$ cat src/hdl/bced_pkg.sv
package bced_pkg;

    localparam int DEF_TICK_WIDTH = 16;

    localparam int CFG_INDEX_W = 2;
    localparam int CFG_DATA_W  = 16;

    localparam logic [CFG_INDEX_W-1:0] REG_ACTIVE_LEVEL   = 2'd0;
    localparam logic [CFG_INDEX_W-1:0] REG_DEBOUNCE_TICKS = 2'd1;
    localparam logic [CFG_INDEX_W-1:0] REG_SHORT_TICKS    = 2'd2;
    localparam logic [CFG_INDEX_W-1:0] REG_LONG_TICKS     = 2'd3;

    localparam logic        ACTIVE_LEVEL_RST   = 1'b0;
    localparam logic [2:0]  DEBOUNCE_TICKS_RST = 3'd3;
    localparam logic [15:0] SHORT_TICKS_RST    = 16'd60;
    localparam logic [15:0] LONG_TICKS_RST     = 16'd200;

    localparam logic [2:0] EV_DOWN   = 3'd0;
    localparam logic [2:0] EV_UP     = 3'd1;
    localparam logic [2:0] EV_REPEAT = 3'd2;
    localparam logic [2:0] EV_SINGLE = 3'd3;
    localparam logic [2:0] EV_DOUBLE = 3'd4;
    localparam logic [2:0] EV_LSTART = 3'd5;
    localparam logic [2:0] EV_HOLD   = 3'd6;
    localparam logic [2:0] EV_NONE   = 3'd7;

    localparam logic [2:0] PH_IDLE     = 3'd0;
    localparam logic [2:0] PH_PRESSED  = 3'd1;
    localparam logic [2:0] PH_RELEASED = 3'd2;
    localparam logic [2:0] PH_REPRESS  = 3'd3;
    localparam logic [2:0] PH_LONG     = 3'd5;

    localparam logic [3:0] REPEAT_MAX = 4'd15;

    typedef struct packed {
        logic key_down;
        logic key_up;
        logic key_again;
        logic click_one;
        logic click_two;
        logic long_start;
        logic long_hold;
    } evt_flags_t;

endpackage

$ cat src/hdl/bced_debounce.sv
module bced_debounce (
    input  logic       aclk,
    input  logic       aresetn,
    input  logic       en,
    input  logic       sample,
    input  logic [2:0] settle_len,
    output logic       level_next
);

    logic [2:0] count_reg;
    logic [2:0] count_next;
    logic       level_reg;
    logic [3:0] run_len;

    assign run_len = {1'b0, count_reg} + 4'd1;

    always_comb begin
        level_next = level_reg;
        count_next = 3'd0;
        if (sample != level_reg) begin
            if (run_len >= {1'b0, settle_len}) begin
                level_next = sample;
            end else begin
                count_next = run_len[2:0];
            end
        end
    end

    always_ff @(posedge aclk) begin
        if (!aresetn) begin
            count_reg <= 3'd0;
            level_reg <= ~bced_pkg::ACTIVE_LEVEL_RST;
        end else if (en) begin
            count_reg <= count_next;
            level_reg <= level_next;
        end
    end

endmodule

$ cat src/hdl/bced_click_fsm.sv
module bced_click_fsm #(
    parameter int TickWidth = bced_pkg::DEF_TICK_WIDTH
) (
    input  logic                 aclk,
    input  logic                 aresetn,
    input  logic                 en,
    input  logic                 pressed,
    input  logic [15:0]          gap_limit,
    input  logic [15:0]          hold_limit,
    output bced_pkg::evt_flags_t flags,
    output logic [2:0]           event_next,
    output logic [3:0]           repeat_next
);

    localparam int CmpW = (TickWidth > 16) ? TickWidth : 16;

    logic [2:0]           phase_reg;
    logic [2:0]           phase_next;
    logic [TickWidth-1:0] tick_reg;
    logic [TickWidth-1:0] tick_next;
    logic [TickWidth-1:0] tick_inc;
    logic [3:0]           repeat_reg;
    logic [2:0]           event_reg;
    logic [CmpW-1:0]      tick_ext;
    logic [CmpW-1:0]      short_ext;
    logic [CmpW-1:0]      long_ext;

    assign tick_inc  = (phase_reg != bced_pkg::PH_IDLE && tick_reg != {TickWidth{1'b1}})
                       ? tick_reg + 1'b1 : tick_reg;
    assign tick_ext  = CmpW'(tick_inc);
    assign short_ext = CmpW'(gap_limit);
    assign long_ext  = CmpW'(hold_limit);

    always_comb begin
        phase_next  = phase_reg;
        tick_next   = tick_inc;
        repeat_next = repeat_reg;
        event_next  = event_reg;
        flags       = '0;
        case (phase_reg)
            bced_pkg::PH_IDLE: begin
                if (pressed) begin
                    event_next     = bced_pkg::EV_DOWN;
                    flags.key_down = 1'b1;
                    tick_next      = '0;
                    repeat_next    = 4'd1;
                    phase_next     = bced_pkg::PH_PRESSED;
                end else begin
                    event_next = bced_pkg::EV_NONE;
                end
            end
            bced_pkg::PH_PRESSED: begin
                if (!pressed) begin
                    event_next   = bced_pkg::EV_UP;
                    flags.key_up = 1'b1;
                    tick_next    = '0;
                    phase_next   = bced_pkg::PH_RELEASED;
                end else if (tick_ext > long_ext) begin
                    event_next       = bced_pkg::EV_LSTART;
                    flags.long_start = 1'b1;
                    phase_next       = bced_pkg::PH_LONG;
                end
            end
            bced_pkg::PH_RELEASED: begin
                if (pressed) begin
                    event_next     = bced_pkg::EV_DOWN;
                    flags.key_down = 1'b1;
                    if (repeat_reg < bced_pkg::REPEAT_MAX) begin
                        repeat_next = repeat_reg + 4'd1;
                    end
                    flags.click_two = (repeat_next == 4'd2);
                    flags.key_again = 1'b1;
                    tick_next       = '0;
                    phase_next      = bced_pkg::PH_REPRESS;
                end else if (tick_ext > short_ext) begin
                    if (repeat_reg == 4'd1) begin
                        event_next      = bced_pkg::EV_SINGLE;
                        flags.click_one = 1'b1;
                    end else if (repeat_reg == 4'd2) begin
                        event_next = bced_pkg::EV_DOUBLE;
                    end
                    phase_next = bced_pkg::PH_IDLE;
                end
            end
            bced_pkg::PH_REPRESS: begin
                if (!pressed) begin
                    event_next   = bced_pkg::EV_UP;
                    flags.key_up = 1'b1;
                    if (tick_ext < short_ext) begin
                        tick_next  = '0;
                        phase_next = bced_pkg::PH_RELEASED;
                    end else begin
                        phase_next = bced_pkg::PH_IDLE;
                    end
                end
            end
            bced_pkg::PH_LONG: begin
                if (pressed) begin
                    event_next      = bced_pkg::EV_HOLD;
                    flags.long_hold = 1'b1;
                end else begin
                    event_next   = bced_pkg::EV_UP;
                    flags.key_up = 1'b1;
                    phase_next   = bced_pkg::PH_IDLE;
                end
            end
            default: begin
                tick_next = tick_inc;
            end
        endcase
    end

    always_ff @(posedge aclk) begin
        if (!aresetn) begin
            phase_reg  <= bced_pkg::PH_IDLE;
            tick_reg   <= '0;
            repeat_reg <= 4'd0;
            event_reg  <= bced_pkg::EV_NONE;
        end else if (en) begin
            phase_reg  <= phase_next;
            tick_reg   <= tick_next;
            repeat_reg <= repeat_next;
            event_reg  <= event_next;
        end
    end

endmodule

$ cat src/hdl/button_click_event_detector_unit.sv
// Button debounce and click event detector.
// Input channel (s_valid/s_ready, s_pin_sample): one raw pin sample per
// transaction, one transaction per tick of the sampling clock.
// Result channel (m_valid/m_ready): exactly one result transaction per input
// transaction, carrying the seven event flags fired on that tick, the last
// stored event code, the press count of the current click sequence and the
// debounced level.
// Latency: the result is valid in the cycle after the input is accepted.
// Throughput: one transaction per cycle while the receiver takes results; the state update and the result
// register both load on the accepting edge.
// Stalls: s_ready stays high while the result register is empty or being
// emptied in the same cycle; when the receiver holds m_ready low the result
// is kept and s_ready drops until it is taken.
// Reset (aresetn low, synchronous): registers return to active low level,
// 3 debounce ticks, 60 short ticks, 200 long ticks; the machine goes idle,
// counters clear, the debounced level is the released level, no result held.
// Configuration (cfg_we, cfg_index, cfg_wdata) takes effect on the next tick.
module button_click_event_detector_unit #(
    parameter int TickWidth = bced_pkg::DEF_TICK_WIDTH
) (
    input  logic                            aclk,
    input  logic                            aresetn,
    input  logic                            cfg_we,
    input  logic [bced_pkg::CFG_INDEX_W-1:0] cfg_index,
    input  logic [bced_pkg::CFG_DATA_W-1:0]  cfg_wdata,
    input  logic                            s_valid,
    output logic                            s_ready,
    input  logic                            s_pin_sample,
    output logic                            m_valid,
    input  logic                            m_ready,
    output logic                            m_fired_press_down,
    output logic                            m_fired_press_up,
    output logic                            m_fired_press_repeat,
    output logic                            m_fired_single_click,
    output logic                            m_fired_double_click,
    output logic                            m_fired_long_start,
    output logic                            m_fired_long_hold,
    output logic [2:0]                      m_last_event,
    output logic [3:0]                      m_press_count,
    output logic                            m_filtered_level
);

    logic        active_level_reg;
    logic [2:0]  debounce_ticks_reg;
    logic [15:0] short_ticks_reg;
    logic [15:0] long_ticks_reg;

    logic        m_valid_reg;
    logic        accept;
    logic        level_next;
    logic        pressed;
    logic [2:0]  event_next;
    logic [3:0]  repeat_next;

    bced_pkg::evt_flags_t flags;
    bced_pkg::evt_flags_t flags_reg;
    logic [2:0]           event_reg;
    logic [3:0]           count_reg;
    logic                 level_reg;

    assign s_ready = !m_valid_reg || m_ready;
    assign accept  = s_valid && s_ready;
    assign pressed = (level_next == active_level_reg);

    always_ff @(posedge aclk) begin
        if (!aresetn) begin
            active_level_reg   <= bced_pkg::ACTIVE_LEVEL_RST;
            debounce_ticks_reg <= bced_pkg::DEBOUNCE_TICKS_RST;
            short_ticks_reg    <= bced_pkg::SHORT_TICKS_RST;
            long_ticks_reg     <= bced_pkg::LONG_TICKS_RST;
        end else if (cfg_we) begin
            case (cfg_index)
                bced_pkg::REG_ACTIVE_LEVEL:   active_level_reg   <= cfg_wdata[0];
                bced_pkg::REG_DEBOUNCE_TICKS: debounce_ticks_reg <= cfg_wdata[2:0];
                bced_pkg::REG_SHORT_TICKS:    short_ticks_reg    <= cfg_wdata;
                bced_pkg::REG_LONG_TICKS:     long_ticks_reg     <= cfg_wdata;
                default: begin
                end
            endcase
        end
    end

    bced_debounce u_debounce (
        .aclk       (aclk),
        .aresetn    (aresetn),
        .en         (accept),
        .sample     (s_pin_sample),
        .settle_len (debounce_ticks_reg),
        .level_next (level_next)
    );

    bced_click_fsm #(
        .TickWidth (TickWidth)
    ) u_click_fsm (
        .aclk        (aclk),
        .aresetn     (aresetn),
        .en          (accept),
        .pressed     (pressed),
        .gap_limit   (short_ticks_reg),
        .hold_limit  (long_ticks_reg),
        .flags       (flags),
        .event_next  (event_next),
        .repeat_next (repeat_next)
    );

    always_ff @(posedge aclk) begin
        if (!aresetn) begin
            m_valid_reg <= 1'b0;
        end else if (accept) begin
            m_valid_reg <= 1'b1;
        end else if (m_ready) begin
            m_valid_reg <= 1'b0;
        end
    end

    always_ff @(posedge aclk) begin
        if (accept) begin
            flags_reg <= flags;
            event_reg <= event_next;
            count_reg <= repeat_next;
            level_reg <= level_next;
        end
    end

    assign m_valid              = m_valid_reg;
    assign m_fired_press_down   = flags_reg.key_down;
    assign m_fired_press_up     = flags_reg.key_up;
    assign m_fired_press_repeat = flags_reg.key_again;
    assign m_fired_single_click = flags_reg.click_one;
    assign m_fired_double_click = flags_reg.click_two;
    assign m_fired_long_start   = flags_reg.long_start;
    assign m_fired_long_hold    = flags_reg.long_hold;
    assign m_last_event         = event_reg;
    assign m_press_count        = count_reg;
    assign m_filtered_level     = level_reg;

endmodule

$ cat config.mk
export PLATFORM = sky130hd
export DESIGN_NAME = button_click_event_detector_unit
export DESIGN_NICKNAME = d
export VERILOG_FILES = /design/src/hdl/bced_pkg.sv /design/src/hdl/bced_debounce.sv /design/src/hdl/bced_click_fsm.sv /design/src/hdl/button_click_event_detector_unit.sv
export SDC_FILE = /design/constraint.sdc
export NUM_CORES = 1
export LEC_CHECK = 0
export BUFFER_PORTS_ARGS = -buffer_cell sky130_fd_sc_hd__buf_2
export CELL_PAD_IN_SITES_DETAIL_PLACEMENT = 1
export CELL_PAD_IN_SITES_GLOBAL_PLACEMENT = 2
export CORE_ASPECT_RATIO = 1.2
export CORE_UTILIZATION = 40
export DETAILED_ROUTE_END_ITERATION = 6
export PLACE_DENSITY = 0.83
export REMOVE_ABC_BUFFERS = 1
export SLEW_MARGIN = 20
export SYNTH_ARGS = -nofsm -noshare
export SYNTH_HDL_FRONTEND = slang
export SYNTH_SLANG_ARGS = --single-unit
$ cat constraint.sdc
create_clock -name aclk -period 12.4 [get_ports aclk]
set_input_delay 0.62 -clock aclk [delete_from_list [all_inputs] [get_ports aclk]]
set_output_delay 0.62 -clock aclk [all_outputs]
set_load 0.1 [all_outputs]
==> results of run 1 <==
## layout make-up
cell class,count,area [um2],area share (%)
Tap cell,161,201.4,3.564
Inverter,42,157.7,2.789
Clock buffer,11,242.7,4.294
Sequential cell,82,1792,31.70
Clock inverter,5,77.57,1.372
Timing Repair Buffer,43,222.7,3.940
Multi-Input combinational cell,445,2959,52.35
## metrics by stage
| stage | instance area (um2) | hold WS (ns) | total power (uW) | setup slack (ns) | instances |
|---|---|---|---|---|---|
| 4_1_cts | 5653 | 0.4686 | 757.0 | 7.857 | 789 |
| 6_report | 5653 | 0.4628 | 749.9 | 7.763 | 789 |
| 5_1_grt | 5653 | 0.4927 | 779.4 | 7.515 | 789 |
| 3_3_place_gp | 5333 | 0.4549 | 456.5 | 8.099 | 773 |
| 2_1_floorplan | 4908 | 0.4411 | 417.2 | 8.189 | 569 |
| 3_5_place_dp | 5333 | 0.4605 | 459.9 | 7.876 | 773 |
## where the power goes
part	total, uW	switching (uW)	internal, uW
registers	299	11.8	287
logic	155	113	42.6
clock network	296	114	182
total	750	239	511
## kinds of logic after synthesis
group	after synthesis	share of synthesized area (%)
flip-flops	82	35.58
AO/OA/AOI/OAI	148	21.74
multiplexers	6	1.466
adder cells (fa/ha/maj)	41	10.19
XOR/XNOR	20	3.777
AND/OR/NAND/NOR	230	21.59
buffers and inverters	70	5.665
## worst max path at each step
stage | slack [ns] | end | cells after the start | startpoint
after floorplan | 8.19 | u_click_fsm.event_reg[0] | 14 | u_click_fsm.phase_reg[2]
after detailed placement | 7.88 | u_click_fsm.phase_reg[0] | 14 | u_click_fsm.phase_reg[0]
after CTS | 7.86 | u_click_fsm.phase_reg[0] | 14 | u_click_fsm.phase_reg[0]
after global routing | 7.52 | u_click_fsm.phase_reg[0] | 14 | u_click_fsm.phase_reg[0]
final | 7.76 | u_click_fsm.phase_reg[0] | 14 | u_click_fsm.phase_reg[0]
after global placement | 8.10 | u_click_fsm.event_reg[0] | 14 | u_click_fsm.phase_reg[0]
## critical path, stage by stage, from the launching register on
cell      delay [ns]
dfxtp_1         0.65
or2_2           0.23
nor2_1          0.07
or4_4           0.66
or2_2           0.34
xnor2_1         0.19
ha_1            0.33
nand4_1         0.17
nor4_1          0.42
nand4_1         0.23
and2_1          0.22
a211oi_1        0.40
a211o_1         0.26
a211oi_1        0.08
o221a_1         0.27
## cells in the mapped netlist, types with 5 or more instances
cell type    n
xnor2_1     15
a211oi_1     8
o211ai_1    26
a21boi_0    27
nor2b_1      5
edfxtp_1    15
o21ai_0     19
a21oi_1     22
clkbuf_1    21
nor2_1      26
nand4_1      8
and3_1       5
nand2_1    132
inv_1       42
and2_1       7
nand3_1     12
dfxtp_1     67
nor3_1       8
ha_1        41
o31ai_2      6
## per-layer routing
metal / track usage, % / wire length [um]
met5: 0 / 0
met4: 8.403 / 355
met3: 3.506 / 348
met2: 39.42 / 6817
met1: 25.65 / 5999
==> metrics, run 1 <==
final hold viol count=0; Die Y-Extent=124.9 um; share of layout cells above drive strength 1=14.33%; cts repair resizes=0; GRT Total Usage=21.84%; RSZ-0062 raised after global routing=no; wire length per cell=17.14 um; Critical Path RT=12.63 ns; R2R depth=14; WS Path Type=register to register; width of the die=104.4 um; final WL=13520 um; status=finished clean; Slew @ Worst Pin=0.9768 ns; Skew-Pair Late Insertion Delay=0.34 ns; hold_sp=long_ticks_reg[14]; VDD IR max=0.06210 mV; Layout area overhead=12.25%; CTS Buffer Depth=2; synthesized area=0.005036 mm2; final setup fails=0; DRT iter0 DRCs=142; Num CTS Buffers=9; worst-path maximum fanout=17; Worst-path clk slew=0.07 ns; Clock Skew=0.008962 ns; Final GP Congestion=0.8029; startpoint class of the critical path=register; largest net degree at the start of global routing=61; Syn Inst Count=597; ys flop type=dfxtp_1; Seq cells post-synth=82; Vias per Instance=5.439; global-route wire length before repair=22660 um; CTS hold repair buffers=0; Fin Setup TNS=0 ns; initial core utilization=41.39%; CTS tree=built; fin crit period=4.637 ns; pins over their slew limit=0; synth warn=0; synth top area cells=dfxtp_1, ha_1, nand2_1; H-tree Lvls=3; Post-synth EDFFs=15; most frequent cells in the layout=nand2_1, dfxtp_1, inv_1; vias=4291; core area=0.01217 mm2; Ports=41; Worst EP arrival=4.87 ns; Leak=0.002310 uW; Fmax achieved=0.2156 GHz; Synth Area per Inst=8.436 um2; max-cap violations=0; CP Capture Type=register; postcts setup bufs=0; filler instances=1495; commonest non-fill, non-tap cell in the layout=nand2_1; Rel. slew slack=34.81%; first drt pass iteration count=4; grt ovf=0; Post-DP HPWL=10090 um; worst r2r src=u_click_fsm.phase_reg[0]; clock root buffer=clkbuf_16; hold path endpoint=long_ticks_reg[14]; initial antenna violation count=0; area share of the largest cell type after synthesis=26.63%; vias in the first global route=4524; Min-Delay Path Depth=2; clock sink count=82; area leader, netlist=dfxtp_1; pwr dens=132.7 mW/mm2; sequential fraction of the synthesis area=35.58%; Antenna Nets Post-Route=0; FF-to-FF End=u_click_fsm.phase_reg[0]; Inserted Diodes=0; Post-synth ARST share=0%; DIE AREA=0.01304 mm2; FP Rows=44; reg2reg setup slack=7.76 ns; # port buffers=40; Final Cycle Share=37.40%; DRC errors left=0; worst min-delay path class=register to register; Final #Nets=688; post-synthesis cell type count=71; fin util=46.46%
(Power assumes the default switching activity.)
==> run 2: changes to the inputs <==
--- a/config.mk
+++ b/config.mk
@@ -9,9 +9,9 @@
 export CELL_PAD_IN_SITES_DETAIL_PLACEMENT = 1
 export CELL_PAD_IN_SITES_GLOBAL_PLACEMENT = 2
 export CORE_ASPECT_RATIO = 1.2
-export CORE_UTILIZATION = 40
+export CORE_UTILIZATION = 33
 export DETAILED_ROUTE_END_ITERATION = 6
-export PLACE_DENSITY = 0.83
+export PLACE_DENSITY = 0.73
 export REMOVE_ABC_BUFFERS = 1
 export SLEW_MARGIN = 20
 export SYNTH_ARGS = -nofsm -noshare
==> constraint.sdc (replaced) <==
create_clock -name aclk -period 4 [get_ports aclk]
set_input_delay 0.2 -clock aclk [delete_from_list [all_inputs] [get_ports aclk]]
set_output_delay 0.2 -clock aclk [all_outputs]
set_load 0.1 [all_outputs]
==> metrics, run 2 (same netlist as run 1, synthesis figures left out) <==
status=finished clean; pwr dens=359.7 mW/mm2 (+170%); commonest non-fill, non-tap cell in the layout=nand2_1; clock sink count=82 (unchanged); Worst EP arrival=4.27 ns (-0.60 ns); Final Cycle Share=99.47% (+62 points); Clock Skew=0.006667 ns (-0.002294 ns); Inserted Diodes=0 (unchanged); Rel. slew slack=43.09% (+8.3 points); Total Power=2225 uW (+200%); width of the die=114.8 um (+9.9%); wire length per cell=16.94 um (-1.2%); Highest Signal Layer=met4; DRC errors left=0 (unchanged); Post-DP HPWL=10700 um (+6.1%); Ports=41 (unchanged); Leak=0.002549 uW (+10%); pins over their slew limit=0 (unchanged); switching part of the total=33.80% (+1.9 points); fin util=41.35% (-5.1 points); Fmax achieved=0.2513 GHz (+17%); Critical Path RT=4.29 ns (-8.34 ns); fin crit period=3.979 ns (-0.6583 ns); clock root buffer=clkbuf_16; largest net degree at the start of global routing=60 (-1.6%); CP Capture Type=register; H-tree Lvls=3 (unchanged); Clock power frac=34.0% (-5.5 points); most frequent cells in the layout=nand2_1, dfxtp_1, inv_1; FP Rows=49 (+11%); VDD IR max=0.2113 mV (+240%); slowest stage delay, CP=0.58 ns (-0.08 ns); GRT Total Usage=19.18% (-2.7 points); first drt pass iteration count=4 (unchanged); DIE AREA=0.01576 mm2 (+21%); worst min-delay path class=input port to register; Worst-path clk slew=0.06 ns (about the same); RSZ-0062 raised after global routing=yes; Hold Worst Slack=0.1017 ns (-0.3611 ns); CTS tree=built; global-route wire length before repair=23040 um (+1.7%); M1 WL=6547 um (+9.1%); core area=0.01496 mm2 (+23%); final hold viol count=0 (unchanged); worst path bufs/invs=0 (unchanged); CTS hold repair buffers=0 (unchanged); Slew @ Worst Pin=0.8495 ns (-0.1273 ns); vias=4575 (+6.6%); DRT iter0 DRCs=184 (+30%); CP cell instances=ha_4, nand4_1, nor2_4, or4_4, or2_4, xnor2_4, ha_4, nand4_1, nor4_2, a21boi_2, a211o_2, o211ai_1, a211o_1, a211oi_1, o221a_1; startpoint class of the critical path=register; Placement Setup Slack=-0.2061 ns (-8.083 ns); final WL=14750 um (+9.1%); # port buffers=40 (unchanged); Vias per Instance=5.253 (-3.4%); Die Y-Extent=137.3 um (+9.9%); grt ovf=0 (unchanged); initial core utilization=33.67% (-7.7 points); delay-heaviest family, CP=simple AND/OR/NAND/NOR gates; met3 wire length=500 um (+44%); vias in the first global route=4580 (+1.2%); filler instances=1828 (+22%); Num CTS Buffers=9 (unchanged); worst-path maximum fanout=6 (-11); Logic pwr share=24.9% (+4.2 points); Pint=1473 uW (+190%); Skew-Pair Late Insertion Delay=0.35 ns (about the same); max-cap violations=0 (unchanged); share of layout cells above drive strength 1=23.24% (+8.9 points); Final #Nets=728 (+5.8%); WS Path Type=register to register; CTS Buffer Depth=2 (unchanged); initial antenna violation count=0 (unchanged); Flop pwr share=41.1% (+1.3 points); CP max-delay cell=or4_4; final setup fails=0 (unchanged); WL met2=7261 um (+6.5%); Layout area overhead=22.83%; post-route setup slack=0.02108 ns (-7.742 ns); Final GP Congestion=0.8185 (+1.9%); Switching Power=752.1 uW (+210%); Antenna Nets Post-Route=0 (unchanged)
-- run 2: cell types whose count changed in the layout (fill, tap and decap cells not counted), sizes merged --
cell      previous run  this run
bufinv               2         0
clkinv               2         3
inv                 42        43
clkinvlp             1         0
buf                 43        83
-- run 2: stage by stage --
| step | setup TNS (ns) | instances | area [um2] |
|---|---|---|---|
| final | 0 | 871 | 6186 |
| after global routing | -1.395 | 871 | 6186 |
| after CTS | -0.02723 | 866 | 5953 |
| after detailed placement | -0.5244 | 850 | 5667 |
| after global placement | 0 | 850 | 5667 |
| after floorplan | -0.5740 | 569 | 4908 |
-- run 2: layout make-up --
| cell class | instances | area [um2] | area share, % |
|---|---|---|---|
| well taps | 204 | 255.2 | 4.126 |
| multi-input cells | 445 | 3173 | 51.29 |
| flip-flops and latches | 82 | 1798 | 29.07 |
| clock inverters | 4 | 21.27 | 0.3439 |
| inverters | 42 | 157.7 | 2.549 |
| repair buffers | 83 | 548.0 | 8.859 |
| clock buffers | 11 | 232.7 | 3.762 |
-- run 2: worst paths after layout --
| kind | from | to | slack (ns) | cells past startpoint |
|---|---|---|---|---|
| setup / recovery | u_click_fsm.tick_reg[0] | u_click_fsm.phase_reg[0] | 0.02 | 15 |
| hold / removal | cfg_wdata[4] | short_ticks_reg[4] | 0.10 | 3 |
| setup reg to reg | u_click_fsm.tick_reg[0] | u_click_fsm.phase_reg[0] | 0.02 | 15 |
| hold reg to reg | long_ticks_reg[2] | long_ticks_reg[2] | 0.46 | 2 |
-- run 2: metal layers --
metal	global-route usage, %	up-vias
li1	-	2226
met1	22.96	2234
met2	33.27	89
met3	3.872	26
met4	8.225	0
met5	0	-
-- run 2: power by group through the flow --
| stage | registers (uW) | logic, uW | clock network (uW) |
|---|---|---|---|
| floorplan | 1050 | 243 | 0 |
| CTS | 913 | 539 | 776 |
| finish | 915 | 554 | 756 |
| global placement | 931 | 522 | 0 |
| detailed placement | 931 | 533 | 0 |
| global route | 919 | 597 | 806 |
-- run 2: tightest hold or removal path: stages --
cell      delay, ns
buf_2          0.09
nand2_1        0.04
o211ai_1       0.08
-- run 2: repair_timing --
item,4_1_cts,5_1_grt
buffers inserted,1,5
endpoints found under the setup margin,7,26
gates resized for setup,5,32
pin swaps,2,23
==> run 3: changes to the inputs <==
--- a/config.mk
+++ b/config.mk
@@ -6,12 +6,14 @@
 export NUM_CORES = 1
 export LEC_CHECK = 0
 export BUFFER_PORTS_ARGS = -buffer_cell sky130_fd_sc_hd__buf_2
+export CAP_MARGIN = 20
 export CELL_PAD_IN_SITES_DETAIL_PLACEMENT = 1
 export CELL_PAD_IN_SITES_GLOBAL_PLACEMENT = 2
 export CORE_ASPECT_RATIO = 1.2
-export CORE_UTILIZATION = 33
+export CORE_UTILIZATION = 34
+export CTS_BUF_LIST = sky130_fd_sc_hd__clkbuf_2 sky130_fd_sc_hd__clkbuf_4 sky130_fd_sc_hd__clkbuf_8
 export DETAILED_ROUTE_END_ITERATION = 6
-export PLACE_DENSITY = 0.73
+export PLACE_DENSITY = 0.75
 export REMOVE_ABC_BUFFERS = 1
 export SLEW_MARGIN = 20
 export SYNTH_ARGS = -nofsm -noshare
==> metrics, run 3 (same netlist as run 1, synthesis figures left out) <==
fin crit period=3.987 ns (+0.007851 ns); CTS hold repair buffers=0 (unchanged); VDD IR max=0.1226 mV (-42%); vias in the first global route=4577 (-0.066%); sequential standard cell area=0.001798 mm2 (unchanged); core area=0.01441 mm2 (-3.6%); CTS tree=built; CP Capture Type=register; commonest non-fill, non-tap cell in the layout=nand2_1; Antenna Nets Post-Route=0 (unchanged); # port buffers=40 (unchanged); Slew @ Worst Pin=0.9359 ns (+0.08643 ns); initial antenna violation count=0 (unchanged); initial core utilization=34.94% (+1.3 points); Clock Skew=0.01379 ns (+0.007127 ns); worst min-delay path class=input port to register; CTS Buffer Depth=2 (unchanged); most frequent cells in the layout=nand2_1, dfxtp_1, buf_4; Worst-path clk slew=0.09 ns (+0.03 ns); worst-path maximum fanout=6 (unchanged); post-route setup slack=0.01323 ns (-0.007851 ns); DIE AREA=0.01530 mm2 (-2.9%); WS Path Type=register to register; Vias per Instance=5.311 (+1.1%); final WL=14750 um (about the same); startpoint class of the critical path=register; pins over their slew limit=0 (unchanged); first drt pass iteration count=4 (unchanged); wire length per cell=17.35 um (+2.4%); share of layout cells above drive strength 1=23.85% (+0.61 points); Post-DP HPWL=10650 um (-0.44%); Num CTS Buffers=9 (unchanged); grt ovf=0 (unchanged); fin util=42.69% (+1.3 points); RSZ-0062 raised after global routing=yes; Rel. slew slack=37.30% (-5.8 points); Fmax achieved=0.2508 GHz (-0.20%); vias=4514 (-1.3%); filler instances=1744 (-4.6%); status=finished clean; width of the die=113.1 um (-1.5%); Fin Setup TNS=0 ns (unchanged); final hold viol count=0 (unchanged); clock sink count=82 (unchanged); Die Y-Extent=135.3 um (-1.5%); pwr dens=346.9 mW/mm2 (-3.5%); FP Rows=48 (-2.0%); DRC errors left=0 (unchanged); Layout area overhead=22.19%; Inserted Diodes=0 (unchanged); final setup fails=0 (unchanged); Leak=0.002577 uW (+1.1%); Multi-input gate area=0.003143 mm2 (-0.95%); GRT Total Usage=19.56% (+0.38 points); largest net degree at the start of global routing=60 (unchanged); Final GP Congestion=0.8483 (+3.6%); Placement Setup Slack=-0.09139 ns (+0.1147 ns); Skew-Pair Late Insertion Delay=0.38 ns (+0.03 ns); Final #Nets=735 (+0.96%); max-cap violations=0 (unchanged); Critical Path RT=4.28 ns (about the same); H-tree Lvls=3 (unchanged); Final Cycle Share=99.67% (+0.20 points); Ports=41 (unchanged); Worst EP arrival=4.26 ns (about the same); clock root buffer=clkbuf_8; DRT iter0 DRCs=119 (-35%); global-route wire length before repair=23000 um (-0.15%)
[run 3: cell count changes in the layout (fill, tap and decap cells not counted), moves of 3 or more]
cell | before | now
clkinv_2 | 3 | 0
buf_4 | 41 | 45
clkbuf_8 | 0 | 11
o31ai_4 | 1 | 4
o31ai_2 | 5 | 2
dfxtp_2 | 2 | 5
clkbuf_4 | 0 | 3
clkbuf_16 | 9 | 1
[run 3: worst paths after layout]
check	cells past startpoint	start	to	slack, ns
max	16	u_click_fsm.tick_reg[3]	u_click_fsm.phase_reg[2]	0.01
min	3	cfg_wdata[5]	short_ticks_reg[5]	0.06
max reg2reg	16	u_click_fsm.tick_reg[3]	u_click_fsm.phase_reg[2]	0.01
min reg2reg	2	long_ticks_reg[14]	long_ticks_reg[14]	0.47
[run 3: report_power, final]
group	internal, uW	switching [uW]
Combinational	169	381
Clock	345	326
Sequential	888	25.7
[run 3: worst max-delay path: stages, from the launching register on]
cell and delay, ns:
dfxtp_2 0.33, and4_4 0.26, nand4_4 0.13, or4_4 0.60, nor2_8 0.15, nand3_4 0.10, xnor2_4 0.19, ha_4 0.29
nand4_1 0.13, nor4_2 0.32, a21boi_2 0.20, a211o_2 0.15, buf_6 0.11, o211ai_1 0.08, a211o_1 0.40, buf_6 0.15
o311a_1 0.28
[run 3: final cells by class]
class | count | share of cell area [%]
Multi-Input combinational cell | 445 | 51.08
Sequential cell | 82 | 29.22
Timing Repair Buffer | 90 | 10.17
Tap cell | 175 | 3.558
Clock buffer | 14 | 2.826
Inverter | 42 | 2.562
Clock inverter | 2 | 0.5897
[run 3: timing repair]
item	CTS	global route
hold endpoints to repair	0	0
gates cloned	0	1
setup buffers	0	10
gates resized for setup	2	33
pin swaps	5	22
setup endpoints to repair	6	25
[run 3: per-stage QoR]
stage	total power, uW	instance area (um2)	instances	hold slack, ns
final	2135	6153	850	0.05810
after global routing	2241	6153	850	0.05903
after CTS	2141	5871	840	0.03913
after detailed placement	1461	5653	824	0.4500
after global placement	1452	5653	824	0.4405
after floorplan	1293	4908	569	0.2619
[run 3: per-layer routing]
| metal | GRT usage [%] | vias up | wire (um) |
|---|---|---|---|
| li1 | - | 2236 | - |
| met1 | 22.73 | 2178 | 6372 |
| met2 | 35.55 | 69 | 7619 |
| met3 | 2.729 | 31 | 374 |
| met4 | 8.699 | 0 | 380 |
| met5 | 0 | - | 0 |
